--- src/osp_pkg.sv ---
// Shared types, constants and codes for the oil sensor pulse-width frame decoder.
package osp_pkg;

  // Timestamp arithmetic width; differences wrap modulo 2^TimestampBits.
  localparam int TimestampBits = 32;
  typedef logic [TimestampBits-1:0] stamp_t;

  localparam int CfgBits     = 11;  // level calibration registers
  localparam int ValueBits   = 12;  // signed result in tenths
  localparam int DeltaBits   = 17;  // clamped width minus 22 ms, up to 66000
  localparam int SpanBits    = 11;  // magnitude of the endpoint difference
  localparam int ProductBits = 28;  // |span| * delta, plus the rounding half
  localparam int QuotBits    = 11;  // rounded offset, at most 2047

  // Divide by 66000 = 16 * 4125: shift by four, then multiply by the
  // rounded-up reciprocal of 4125 and keep the bits above the post shift.
  localparam int DivShift     = 4;
  localparam int DividendBits = ProductBits - DivShift;
  localparam int RecipBits    = 25;
  localparam int RecipProdBits = DividendBits + RecipBits;
  localparam int DivPostShift = 37;
  localparam logic [RecipBits-1:0] DivRecip = 25'd33318535;
  localparam logic [ProductBits-1:0] HalfSpan = 28'd33000;

  // Gap windows (exclusive bounds), width reject and clamp limits in us.
  localparam stamp_t LongGapLo     = stamp_t'(694200);
  localparam stamp_t LongGapHi     = stamp_t'(865800);
  localparam stamp_t ShortGapLo    = stamp_t'(97900);
  localparam stamp_t ShortGapHi    = stamp_t'(122100);
  localparam stamp_t WidthRejectLo = stamp_t'(20000);
  localparam stamp_t WidthRejectHi = stamp_t'(100000);
  localparam stamp_t WidthClampLo  = stamp_t'(22000);
  localparam stamp_t WidthClampHi  = stamp_t'(88000);

  // Temperature endpoints in tenths of a degree.
  localparam logic signed [ValueBits-1:0] TempLoTenths = -12'sd400;
  localparam logic [SpanBits-1:0]         TempSpan     = 11'd2000;

  localparam logic [CfgBits-1:0] LevelMinReset = 11'd209;
  localparam logic [CfgBits-1:0] LevelMaxReset = 11'd659;

  // Slot codes.
  localparam logic [1:0] SlotNone  = 2'd0;
  localparam logic [1:0] SlotTemp  = 2'd1;
  localparam logic [1:0] SlotLevel = 2'd2;
  localparam logic [1:0] SlotDiag  = 2'd3;

  // Configuration register indexes.
  localparam logic CfgLevelAtMin = 1'b0;
  localparam logic CfgLevelAtMax = 1'b1;

  // Measurement kinds.
  localparam logic KindTemp  = 1'b0;
  localparam logic KindLevel = 1'b1;

  typedef struct packed {
    logic [31:0] edge_time;
    logic        pin_level;
  } in_word_t;

  typedef struct packed {
    logic                        measurement_kind;
    logic signed [ValueBits-1:0] measurement_value;
    logic [31:0]                 measured_at;
  } out_word_t;

endpackage

--- src/oil_sensor_pwm_frame_decoder_unit.sv ---
// Top level of the oil sensor pulse-width frame decoder.
// A word moves through the input, product and result registers in order before its result shows at out_valid_o.
// Throughput: one edge word per cycle; the stage that reads and writes the slot
// state handles one word per cycle, and each stage holds when the one after it is full.
// Reset: slot none, no rise seen, last rise time zero, calibration 209 and 659
// tenths of a mm, all pipeline stages empty.
module oil_sensor_pwm_frame_decoder_unit
  import osp_pkg::*;
(
  input  logic               clk_i,
  input  logic               rst_ni,
  input  logic               cfg_we_i,
  input  logic               cfg_idx_i,
  input  logic [CfgBits-1:0] cfg_data_i,
  input  logic               in_valid_i,
  output logic               in_ready_o,
  input  in_word_t           in_word_i,
  output logic               out_valid_o,
  input  logic               out_ready_i,
  output out_word_t          out_word_o
);

  // Calibration registers.
  logic [CfgBits-1:0] level_min_q, level_max_q;

  // Decoder state.
  logic [1:0] slot_q, slot_d;
  stamp_t     last_rise_q;
  logic       rise_seen_q;

  // Stage 0: input register.
  logic     in_valid_q;
  in_word_t in_q;

  // Stage 1: product register.
  logic                        mul_valid_q;
  logic [ProductBits-1:0]      mag_q, mag_d;
  logic                        neg_q, neg_d;
  logic signed [ValueBits-1:0] base_q, base_d;
  logic                        kind_q, kind_d;
  logic [31:0]                 time_q;

  // Stage 2: result register.
  logic      out_valid_q;
  out_word_t out_q;

  logic                        out_free, mul_ready, take_in, proc, emit;
  stamp_t                      elapsed, width;
  logic [DeltaBits-1:0]        delta;
  logic signed [ValueBits:0]   span;
  logic [SpanBits-1:0]         span_mag;
  logic signed [ValueBits-1:0] value;

  // Each stage moves on when the next one is empty or moving on itself.
  assign out_free   = !out_valid_q || out_ready_i;
  assign mul_ready  = !mul_valid_q || out_free;
  assign in_ready_o = !in_valid_q || mul_ready;
  assign take_in    = in_valid_i && in_ready_o;
  assign proc       = in_valid_q && mul_ready;

  // Classify the word against the state; decide slot and whether a result follows.
  always_comb begin
    elapsed  = stamp_t'(in_q.edge_time) - last_rise_q;
    slot_d   = slot_q;
    emit     = 1'b0;
    width    = elapsed;
    kind_d   = KindTemp;
    base_d   = TempLoTenths;
    span     = $signed({2'b00, TempSpan});
    if (in_q.pin_level) begin
      // Rising edge: long gap syncs, short gap advances, anything else drops sync.
      if (!rise_seen_q) begin
        slot_d = SlotNone;
      end else if (elapsed > LongGapLo && elapsed < LongGapHi) begin
        slot_d = SlotTemp;
      end else if (elapsed > ShortGapLo && elapsed < ShortGapHi) begin
        unique case (slot_q)
          SlotTemp:  slot_d = SlotLevel;
          SlotLevel: slot_d = SlotDiag;
          default:   slot_d = SlotNone;
        endcase
      end else begin
        slot_d = SlotNone;
      end
    end else begin
      // Falling edge: reject implausible widths, otherwise measure in temp/level slots.
      if (!rise_seen_q || elapsed > WidthRejectHi || elapsed < WidthRejectLo) begin
        slot_d = SlotNone;
      end else begin
        emit = (slot_q == SlotTemp) || (slot_q == SlotLevel);
        if (slot_q == SlotLevel) begin
          kind_d = KindLevel;
          base_d = $signed({1'b0, level_min_q});
          span   = $signed({2'b00, level_max_q}) - $signed({2'b00, level_min_q});
        end
      end
    end
    // Clamp width to the calibrated range.
    priority if (elapsed < WidthClampLo) begin
      width = WidthClampLo;
    end else if (elapsed > WidthClampHi) begin
      width = WidthClampHi;
    end else begin
      width = elapsed;
    end
    delta    = DeltaBits'(width - WidthClampLo);
    // Multiply the magnitude; carry the sign alongside for the rounding stage.
    neg_d    = span[ValueBits];
    span_mag = neg_d ? SpanBits'(-span) : SpanBits'(span);
    mag_d    = {{(ProductBits-SpanBits){1'b0}}, span_mag}
             * {{(ProductBits-DeltaBits){1'b0}}, delta};
  end

  osp_span_div u_span_div (
    .mag_i   (mag_q),
    .neg_i   (neg_q),
    .base_i  (base_q),
    .value_o (value)
  );

  // Calibration writes.
  always_ff @(posedge clk_i or negedge rst_ni) begin
    if (!rst_ni) begin
      level_min_q <= LevelMinReset;
      level_max_q <= LevelMaxReset;
    end else if (cfg_we_i) begin
      unique case (cfg_idx_i)
        CfgLevelAtMin: level_min_q <= cfg_data_i;
        CfgLevelAtMax: level_max_q <= cfg_data_i;
        default: ;
      endcase
    end
  end

  // Slot state, advanced once per word leaving the input register.
  always_ff @(posedge clk_i or negedge rst_ni) begin
    if (!rst_ni) begin
      slot_q      <= SlotNone;
      last_rise_q <= '0;
      rise_seen_q <= 1'b0;
    end else if (proc) begin
      slot_q <= slot_d;
      if (in_q.pin_level) begin
        last_rise_q <= stamp_t'(in_q.edge_time);
        rise_seen_q <= 1'b1;
      end
    end
  end

  // Pipeline valid bits.
  always_ff @(posedge clk_i or negedge rst_ni) begin
    if (!rst_ni) begin
      in_valid_q  <= 1'b0;
      mul_valid_q <= 1'b0;
      out_valid_q <= 1'b0;
    end else begin
      if (in_ready_o) begin
        in_valid_q <= in_valid_i;
      end
      if (mul_ready) begin
        mul_valid_q <= proc && emit;
      end
      if (out_free) begin
        out_valid_q <= mul_valid_q;
      end
    end
  end

  // Pipeline payload: load only on a move, hold otherwise.
  always_ff @(posedge clk_i) begin
    if (take_in) begin
      in_q <= in_word_i;
    end
    if (proc && emit) begin
      mag_q  <= mag_d;
      neg_q  <= neg_d;
      base_q <= base_d;
      kind_q <= kind_d;
      time_q <= in_q.edge_time;
    end
    if (mul_valid_q && out_free) begin
      out_q.measurement_kind  <= kind_q;
      out_q.measurement_value <= value;
      out_q.measured_at       <= time_q;
    end
  end

  assign out_valid_o = out_valid_q;
  assign out_word_o  = out_q;

endmodule

--- src/osp_span_div.sv ---
// Rounded divide of the interpolation product by 66000 and add of the base value.
module osp_span_div
  import osp_pkg::*;
(
  input  logic [ProductBits-1:0]        mag_i,
  input  logic                          neg_i,
  input  logic signed [ValueBits-1:0]   base_i,
  output logic signed [ValueBits-1:0]   value_o
);

  logic [ProductBits-1:0]        biased;
  logic [DividendBits-1:0]       dividend;
  logic [RecipProdBits-1:0]      recip_prod;
  logic [QuotBits-1:0]           quot;
  logic signed [ValueBits:0]     offset;
  logic signed [ValueBits:0]     sum;

  always_comb begin
    biased     = mag_i + HalfSpan;
    dividend   = biased[ProductBits-1:DivShift];
    recip_prod = {{RecipBits{1'b0}}, dividend} * {{DividendBits{1'b0}}, DivRecip};
    quot       = recip_prod[DivPostShift+QuotBits-1:DivPostShift];
    offset     = neg_i ? -$signed({2'b00, quot}) : $signed({2'b00, quot});
    sum        = {base_i[ValueBits-1], base_i} + offset;
    value_o    = sum[ValueBits-1:0];
  end

endmodule
--- config.mk ---
export PLATFORM = sky130hd
export DESIGN_NAME = oil_sensor_pwm_frame_decoder_unit
export DESIGN_NICKNAME = d
export VERILOG_FILES = /design/src/osp_pkg.sv /design/src/oil_sensor_pwm_frame_decoder_unit.sv /design/src/osp_span_div.sv
export SDC_FILE = /design/constraint.sdc
export NUM_CORES = 2
export LEC_CHECK = 0
export BUFFER_PORTS_ARGS = -buffer_cell sky130_fd_sc_hd__buf_2
export CAP_MARGIN = 0
export CORE_ASPECT_RATIO = 1.1
export CORE_MARGIN = 3
export CORE_UTILIZATION = 39
export DETAILED_ROUTE_END_ITERATION = 10
export RECOVER_POWER = 100
export SYNTH_ARGS = -nofsm -noshare
export SYNTH_HDL_FRONTEND = slang
export SYNTH_SLANG_ARGS = --single-unit
export TNS_END_PERCENT = 100
--- constraint.sdc ---
create_clock -name clk_i -period 27.1 [get_ports clk_i]
set_input_delay 4.065 -clock clk_i [delete_from_list [all_inputs] [get_ports clk_i]]
set_output_delay 4.065 -clock clk_i [all_outputs]
set_load 0.01 [all_outputs]
# Yosys cells after proc, flatten, opt, wreduce, memory -nomap -nowiden
# Cells that the tools add are included.
dict set report totals {
  reg_bits 212
  elab_cells 80
}
dict set report classes {
  addsub 7
  n_mul 2
  magnitude_cmp 8
  n_eq_ne 2
  mux 17
  n_bitwise 2
  reduce_logical 23
}
# cell count
set ops {}
lappend ops {{$gt A32 B17 Y1 const B} 3}
lappend ops {{$lt A32 B15 Y1 const B} 2}
lappend ops {{$mul A24 B25 Y48 const B} 1}
lappend ops {{$mux W13} 3}
lappend ops {{$mux W17} 2}
lappend ops {{$gt A32 B20 Y1 const B} 1}
lappend ops {{$lt A32 B17 Y1 const B} 1}
lappend ops {{$lt A32 B20 Y1 const B} 1}
lappend ops {{$sub A32 B32 Y32} 1}
lappend ops {{$add A28 B16 Y28 const B} 1}
lappend ops {{$mul A11 B17 Y28} 1}
lappend ops {{$mux W12} 2}
lappend ops {{$sub A17 B15 Y17 const B} 1}
lappend ops {{$add A12 B12 Y12} 1}
lappend ops {{$neg A11 Y12} 1}
lappend ops {{$sub A11 B11 Y12} 1}
lappend ops {{$mux W11} 1}
lappend ops {{$neg A11 Y11} 1}
lappend ops {{$mux W2} 5}
lappend ops {{$reduce_and A2 Y1} 4}
lappend ops {{$logic_and A1 B1 Y1} 6}
lappend ops {{$logic_or A1 B1 Y1} 6}
lappend ops {{$logic_not A1 Y1} 4}
lappend ops {{$pmux W2 S2} 1}
lappend ops {{7 further kinds} 10}

# Depth between registers and ports, before layout
dict set report logic_depth {
  ltp_word 9
  depth_mapped 47
  mapped_depth_nobuf 46
}

# Cells and area by module
# A second synthesis with hierarchy kept.
dict set report unflattened {
  cells_unflattened 2876
  area_unflattened_um2 28041.9
}
# module instances cells_per_inst area_each_um2 seq_area_each_um2
set modules_own_cells {}
lappend modules_own_cells {oil_sensor_pwm_frame_decoder_unit 1 1587 16241.8 6077.1}
lappend modules_own_cells {osp_span_div 1 1289 11800.1 0.0}

# Worst setup path before layout
# No wires, ideal clock.
dict set report synth_path {
  kind {flip-flop to flip-flop}
  startpoint {register mag_q[5]}
  endpoint {register out_q, in the netlist out_word_o[43], data pin}
  setup_ns 0.264
  arrival_time_ns 9.863
  required_ns 26.836
  slack_ns 16.973
  stages_incl_launch_ff 40
  n_path_buf 0
  synth_period_minus_slack_ns 10.127
  path_cell_list {edfxtp_1 > a21oi_1 > nor3b_1 > nor2b_1 > a31oi_1 > nor2_1 > and3_1 > xor2_1 > ha_1 > inv_1 > fa_1 > inv_1 > fa_1 > fa_1 > inv_1 > fa_1 > inv_1 > fa_1 > [4 not listed] > a2111oi_0 > o211ai_1 > nor3_1 > a21boi_0 > a311oi_1 > xor2_1 > nand3_1 > o21a_1 > a2111oi_0 > xnor2_1 > ha_1 > o21a_1 > o21ai_0 > nand2b_1 > a21oi_1 > o21ai_0 > xor2_1 > xnor2_1}
}
dict set report synth_between {
  elab_chain_cells 5
}
# element line
set synth_rtl {}
lappend synth_rtl {{start, declared} oil_sensor_pwm_frame_decoder_unit.sv:37} ;# logic [ProductBits-1:0] mag_q, mag_d;
lappend synth_rtl {{start signal, assigned} oil_sensor_pwm_frame_decoder_unit.sv:175} ;# mag_q <= mag_d;
lappend synth_rtl {{$add A28 B16 Y28 (*)} osp_span_div.sv:19} ;# biased = mag_i + HalfSpan;
lappend synth_rtl {{$mul A24 B25 Y48 (*)} osp_span_div.sv:21} ;# recip_prod = {{RecipBits{1'b0}}, dividend} * {{DividendBits{1'b0}}, DivRecip};
lappend synth_rtl {{$neg A11 Y12} osp_span_div.sv:23} ;# offset = neg_i ? -$signed({2'b00, quot}) : $signed({2'b00, quot});
lappend synth_rtl {{$mux W12 (*)} osp_span_div.sv:23}
lappend synth_rtl {{$add A12 B12 Y12 (*)} osp_span_div.sv:24} ;# sum = {base_i[ValueBits-1], base_i} + offset;
lappend synth_rtl {{named net u_span_div.sum[11]} osp_span_div.sv:16} ;# logic signed [ValueBits:0] sum;
lappend synth_rtl {{end, declared} oil_sensor_pwm_frame_decoder_unit.sv:45} ;# out_word_t out_q;
# Mark *: on every way through the listed nets, which the timed path passes. The rest lies on a longest branch.
# A chain may end at the register's enable or synchronous reset.

# Worst setup path after layout
dict set report layout_path {
  startpoint {register in_q[1] (netlist name)}
  endpoint {register mag_q[24], data pin}
}
dict set report layout_between {
  elab_chain_cells 9
  word_cells_on_any_way 15
}
# element line
set layout_rtl {}
lappend layout_rtl {{start, declared} oil_sensor_pwm_frame_decoder_unit.sv:33} ;# in_word_t in_q;
lappend layout_rtl {{start signal, assigned} oil_sensor_pwm_frame_decoder_unit.sv:172} ;# in_q <= in_word_i;
lappend layout_rtl {{$sub A32 B32 Y32 (*)} oil_sensor_pwm_frame_decoder_unit.sv:63} ;# elapsed = stamp_t'(in_q.edge_time) - last_rise_q;
lappend layout_rtl {{$gt A32 B17 Y1} oil_sensor_pwm_frame_decoder_unit.sv:87} ;# if (!rise_seen_q || elapsed > WidthRejectHi || elapsed < WidthRejectLo) begin
lappend layout_rtl {{$logic_or A1 B1 Y1 (2 in series)} oil_sensor_pwm_frame_decoder_unit.sv:87}
lappend layout_rtl {{$mux W13} oil_sensor_pwm_frame_decoder_unit.sv:87}
lappend layout_rtl {{$mux W13} oil_sensor_pwm_frame_decoder_unit.sv:70} ;# if (in_q.pin_level) begin
lappend layout_rtl {{$neg A11 Y11} oil_sensor_pwm_frame_decoder_unit.sv:109} ;# span_mag = neg_d ? SpanBits'(-span) : SpanBits'(span);
lappend layout_rtl {{$mux W11} oil_sensor_pwm_frame_decoder_unit.sv:109}
lappend layout_rtl {{$mul A11 B17 Y28 (*)} oil_sensor_pwm_frame_decoder_unit.sv:111} ;# * {{(ProductBits-DeltaBits){1'b0}}, delta};
lappend layout_rtl {{named net mag_d[24]} oil_sensor_pwm_frame_decoder_unit.sv:37}
# Marked as above.

==> metrics.cfg <==
[clocking]
clock_path_buffers = 3
clkLatencyLatePin_ns = 0.56
cts_setup_buffers = 0
tritoncts = built
htreeDepth = 1
cts_buffers = 25
ctsResizeCount = 0
holdBufCountCts = 0
path_clk_slew_ns = 0.06
cts.sinks = 209
cts_root_buffer = clkbuf_16

[floorplan]
pin_count = 97
coreArea_um2 = 67900
num_rows = 100
die_area_um2 = 72000
initial_utilization_pct = 39.5
die_w_um = 256
die-height_um = 281

[timing]
relSlewSlack_pct = -131
setup_viol = 0
skew_ns = 0.0180
tightestPinTransition_ns = 3.46
hold_viol = 0
fmax_mhz = 68.8
rsz0062_at_grt = no
period_share_pct = 53.7
hold_ws_ns = 0.414
min_period_ns = 14.54
tns_ns = 0
slew_violations = 298

[detailed_routing]
routed_wl_um = 70100
drc = 0
drtPass1Iterations = 5
wl_per_cell_um = 19.1
drt_iter0_drc = 942
vias = 18800
drtAntennaViolNets = 0
viasPerCell = 5.12

[yosys]
syn_area_um2 = 26800
ys_async_sr_fraction_pct = 28.7
yosysSeqAreaShare_pct = 22.3
synth_cell_types = 84
synth_fp_nets = 3432
synth-seq-cells = 209
synth-edff-count = 149
ys_warn_count = 0
netlist_instances = 2651
ys.flop_type = edfxtp_1
avgSynthCellArea_um2 = 10.1

[placed_design]
placement.io_buffers = 96
placed_area_um2 = 28400
dp.cells = 3635
post-dp-hpwl_um = 58900
gp_congestion = 0.943

[setup_path]
startpoint_type = flop
crit_path_start = in_q[1]
crit_required_ns = 27.41
crit_cells = 40
timing.reg2reg.setup_slack_ns = 12.56
crit_type = reg2reg
crit_path_max_fanout = 22
worst-path-buf-inv = 8
cp_slowest_cell = nor3_1
slowest_delay_ns = 1.67
critPathTopFamily = simple AND/OR/NAND/NOR gates
endpoint = mag_q[24]
r2r_cells = 40
crit_top_cell = inv_1
crit_path_end_kind = flop
r2r-end = mag_q[24]
timing.rr.start = in_q[1]
arrival_ns = 14.85

[global_routing]
first_global_vias = 20800
grt-ovfl-total = 0
grt_max_degree = 65
grt_pass1_wl_um = 113000
grt.total_usage_pct = 19.8
antenna_found_initial = 0

[pwr]
switching_share_pct = 34.6
p_int_mw = 0.678
vdd_drop_max_v = 0.0000616
seqPwrFrac_pct = 35.6
p_total_mw = 1.04
p_per_area_nw_per_um2 = 35.6
p_leak_nw = 13.7
p_switching_mw = 0.358
clkPwrFrac_pct = 33.1
combPwrFrac_pct = 31.2

[final_layout]
multi_input_area_um2 = 18600
layout.nets = 3525
area.sequential_um2 = 5990
fin_cells = 3681
synthToLayoutAreaGrowth_pct = 8.50
n_antenna_cell = 0
fillerInstances = 6614
design_area_um2 = 29100
final_common_cell = inv_1
drive_above_1_share_pct = 5.86
layout.cells.most_common_list = inv_1, ha_1, fa_1

[status]
status = finished, violations left
violations = max-capacitance violations, max-slew violations

[run]
cap_violations = 7

[min_path]
hold_class = reg2reg

-- registers in the layout (all words and copies together) (netlist names), 2 cells and up --
register     count
last_rise_q     32
out_word_o      45
in_q            33
level_min_q     11
mag_q           25
time_q          32
base_q          12
slot_q           2
level_max_q     11
-- stage by stage --
step | util (%) | worst slack (ns)
floorplan | - | 16.97
global route | 42.8 | 11.29
finish | 42.8 | 12.56
detailed placement | 41.8 | 14.54
CTS | 43.0 | 14.51
global placement | 41.8 | 14.63
-- power by group through the flow --
stage	Sequential, mW	Clock [mW]	Combinational [mW]
4_1_cts	0.369	0.351	0.324
3_3_place_gp	0.375	0	0.320
5_1_grt	0.371	0.366	0.356
3_5_place_dp	0.375	0	0.322
2_1_floorplan	0.372	0	0.242
6_report	0.369	0.343	0.324
-- synthesized netlist by cell type (45+ instances only) --
library cell	instances	share of area, %
nand2_1	208	2.9
nor2_1	115	1.6
o21ai_0	110	2.1
a21oi_1	103	1.9
inv_1	532	7.4
xnor2_1	89	2.9
fa_1	356	27
xor2_1	45	1.5
ha_1	375	17
dfrtp_1	51	4.8
and2_1	47	1.1
edfxtp_1	149	17
-- logic make-up (layout without fill, tap and decap cells) --
| group | after synthesis | after routing | share of synthesized area [%] |
|---|---|---|---|
| flops | 209 | 209 | 22.3 |
| buf+inv | 584 | 696 | 8.29 |
| xor+xnor | 134 | 134 | 4.38 |
| simple gates | 574 | 574 | 10.4 |
| mux | 21 | 21 | 0.858 |
| compound gates | 398 | 398 | 9.67 |
| fa+ha+maj | 731 | 731 | 44.1 |
-- worst reg2reg max path, delay by kind of cell, from the launching register on --
kind | cells | cell delay [ns]
and+or+nand+nor | 8 | 4.10
adders and majority gates | 9 | 3.91
AOI/OAI and AO/OA | 14 | 3.80
buffers and inverters | 8 | 2.02
DFF | 1 | 0.40
xor gates and xnor gates | 1 | 0.08
-- area by class of cell --
class,count,share of cell area [%]
Clock inverter,15,0.568
Inverter,533,6.88
Sequential cell,209,20.6
Multi-Input combinational cell,1858,63.8
Clock buffer,31,2.33
Timing Repair Buffer,117,1.87
Tap cell,918,3.95
-- worst min-delay path by stage --
stage | start | to | slack, ns | cells past startpoint
final | time_q[24] | out_word_o[24] | 0.41 | 0
after global routing | time_q[26] | out_word_o[26] | 0.43 | 0
after CTS | time_q[24] | out_word_o[24] | 0.41 | 0
after detailed placement | time_q[12] | out_word_o[12] | 0.40 | 0
after global placement | time_q[4] | out_word_o[4] | 0.40 | 0
after floorplan | time_q[0] | out_word_o[0] | 0.40 | 0
-- layer usage --
metal | vias to the layer above | wire length (um) | track usage [%]
li1 | 8860 | - | -
met1 | 9509 | 27800 | 22.2
met2 | 324 | 37800 | 39.0
met3 | 145 | 1690 | 1.82
met4 | 0 | 2810 | 7.25
met5 | - | 0 | 0
Note: power is estimated with default switching activity, not from simulation.
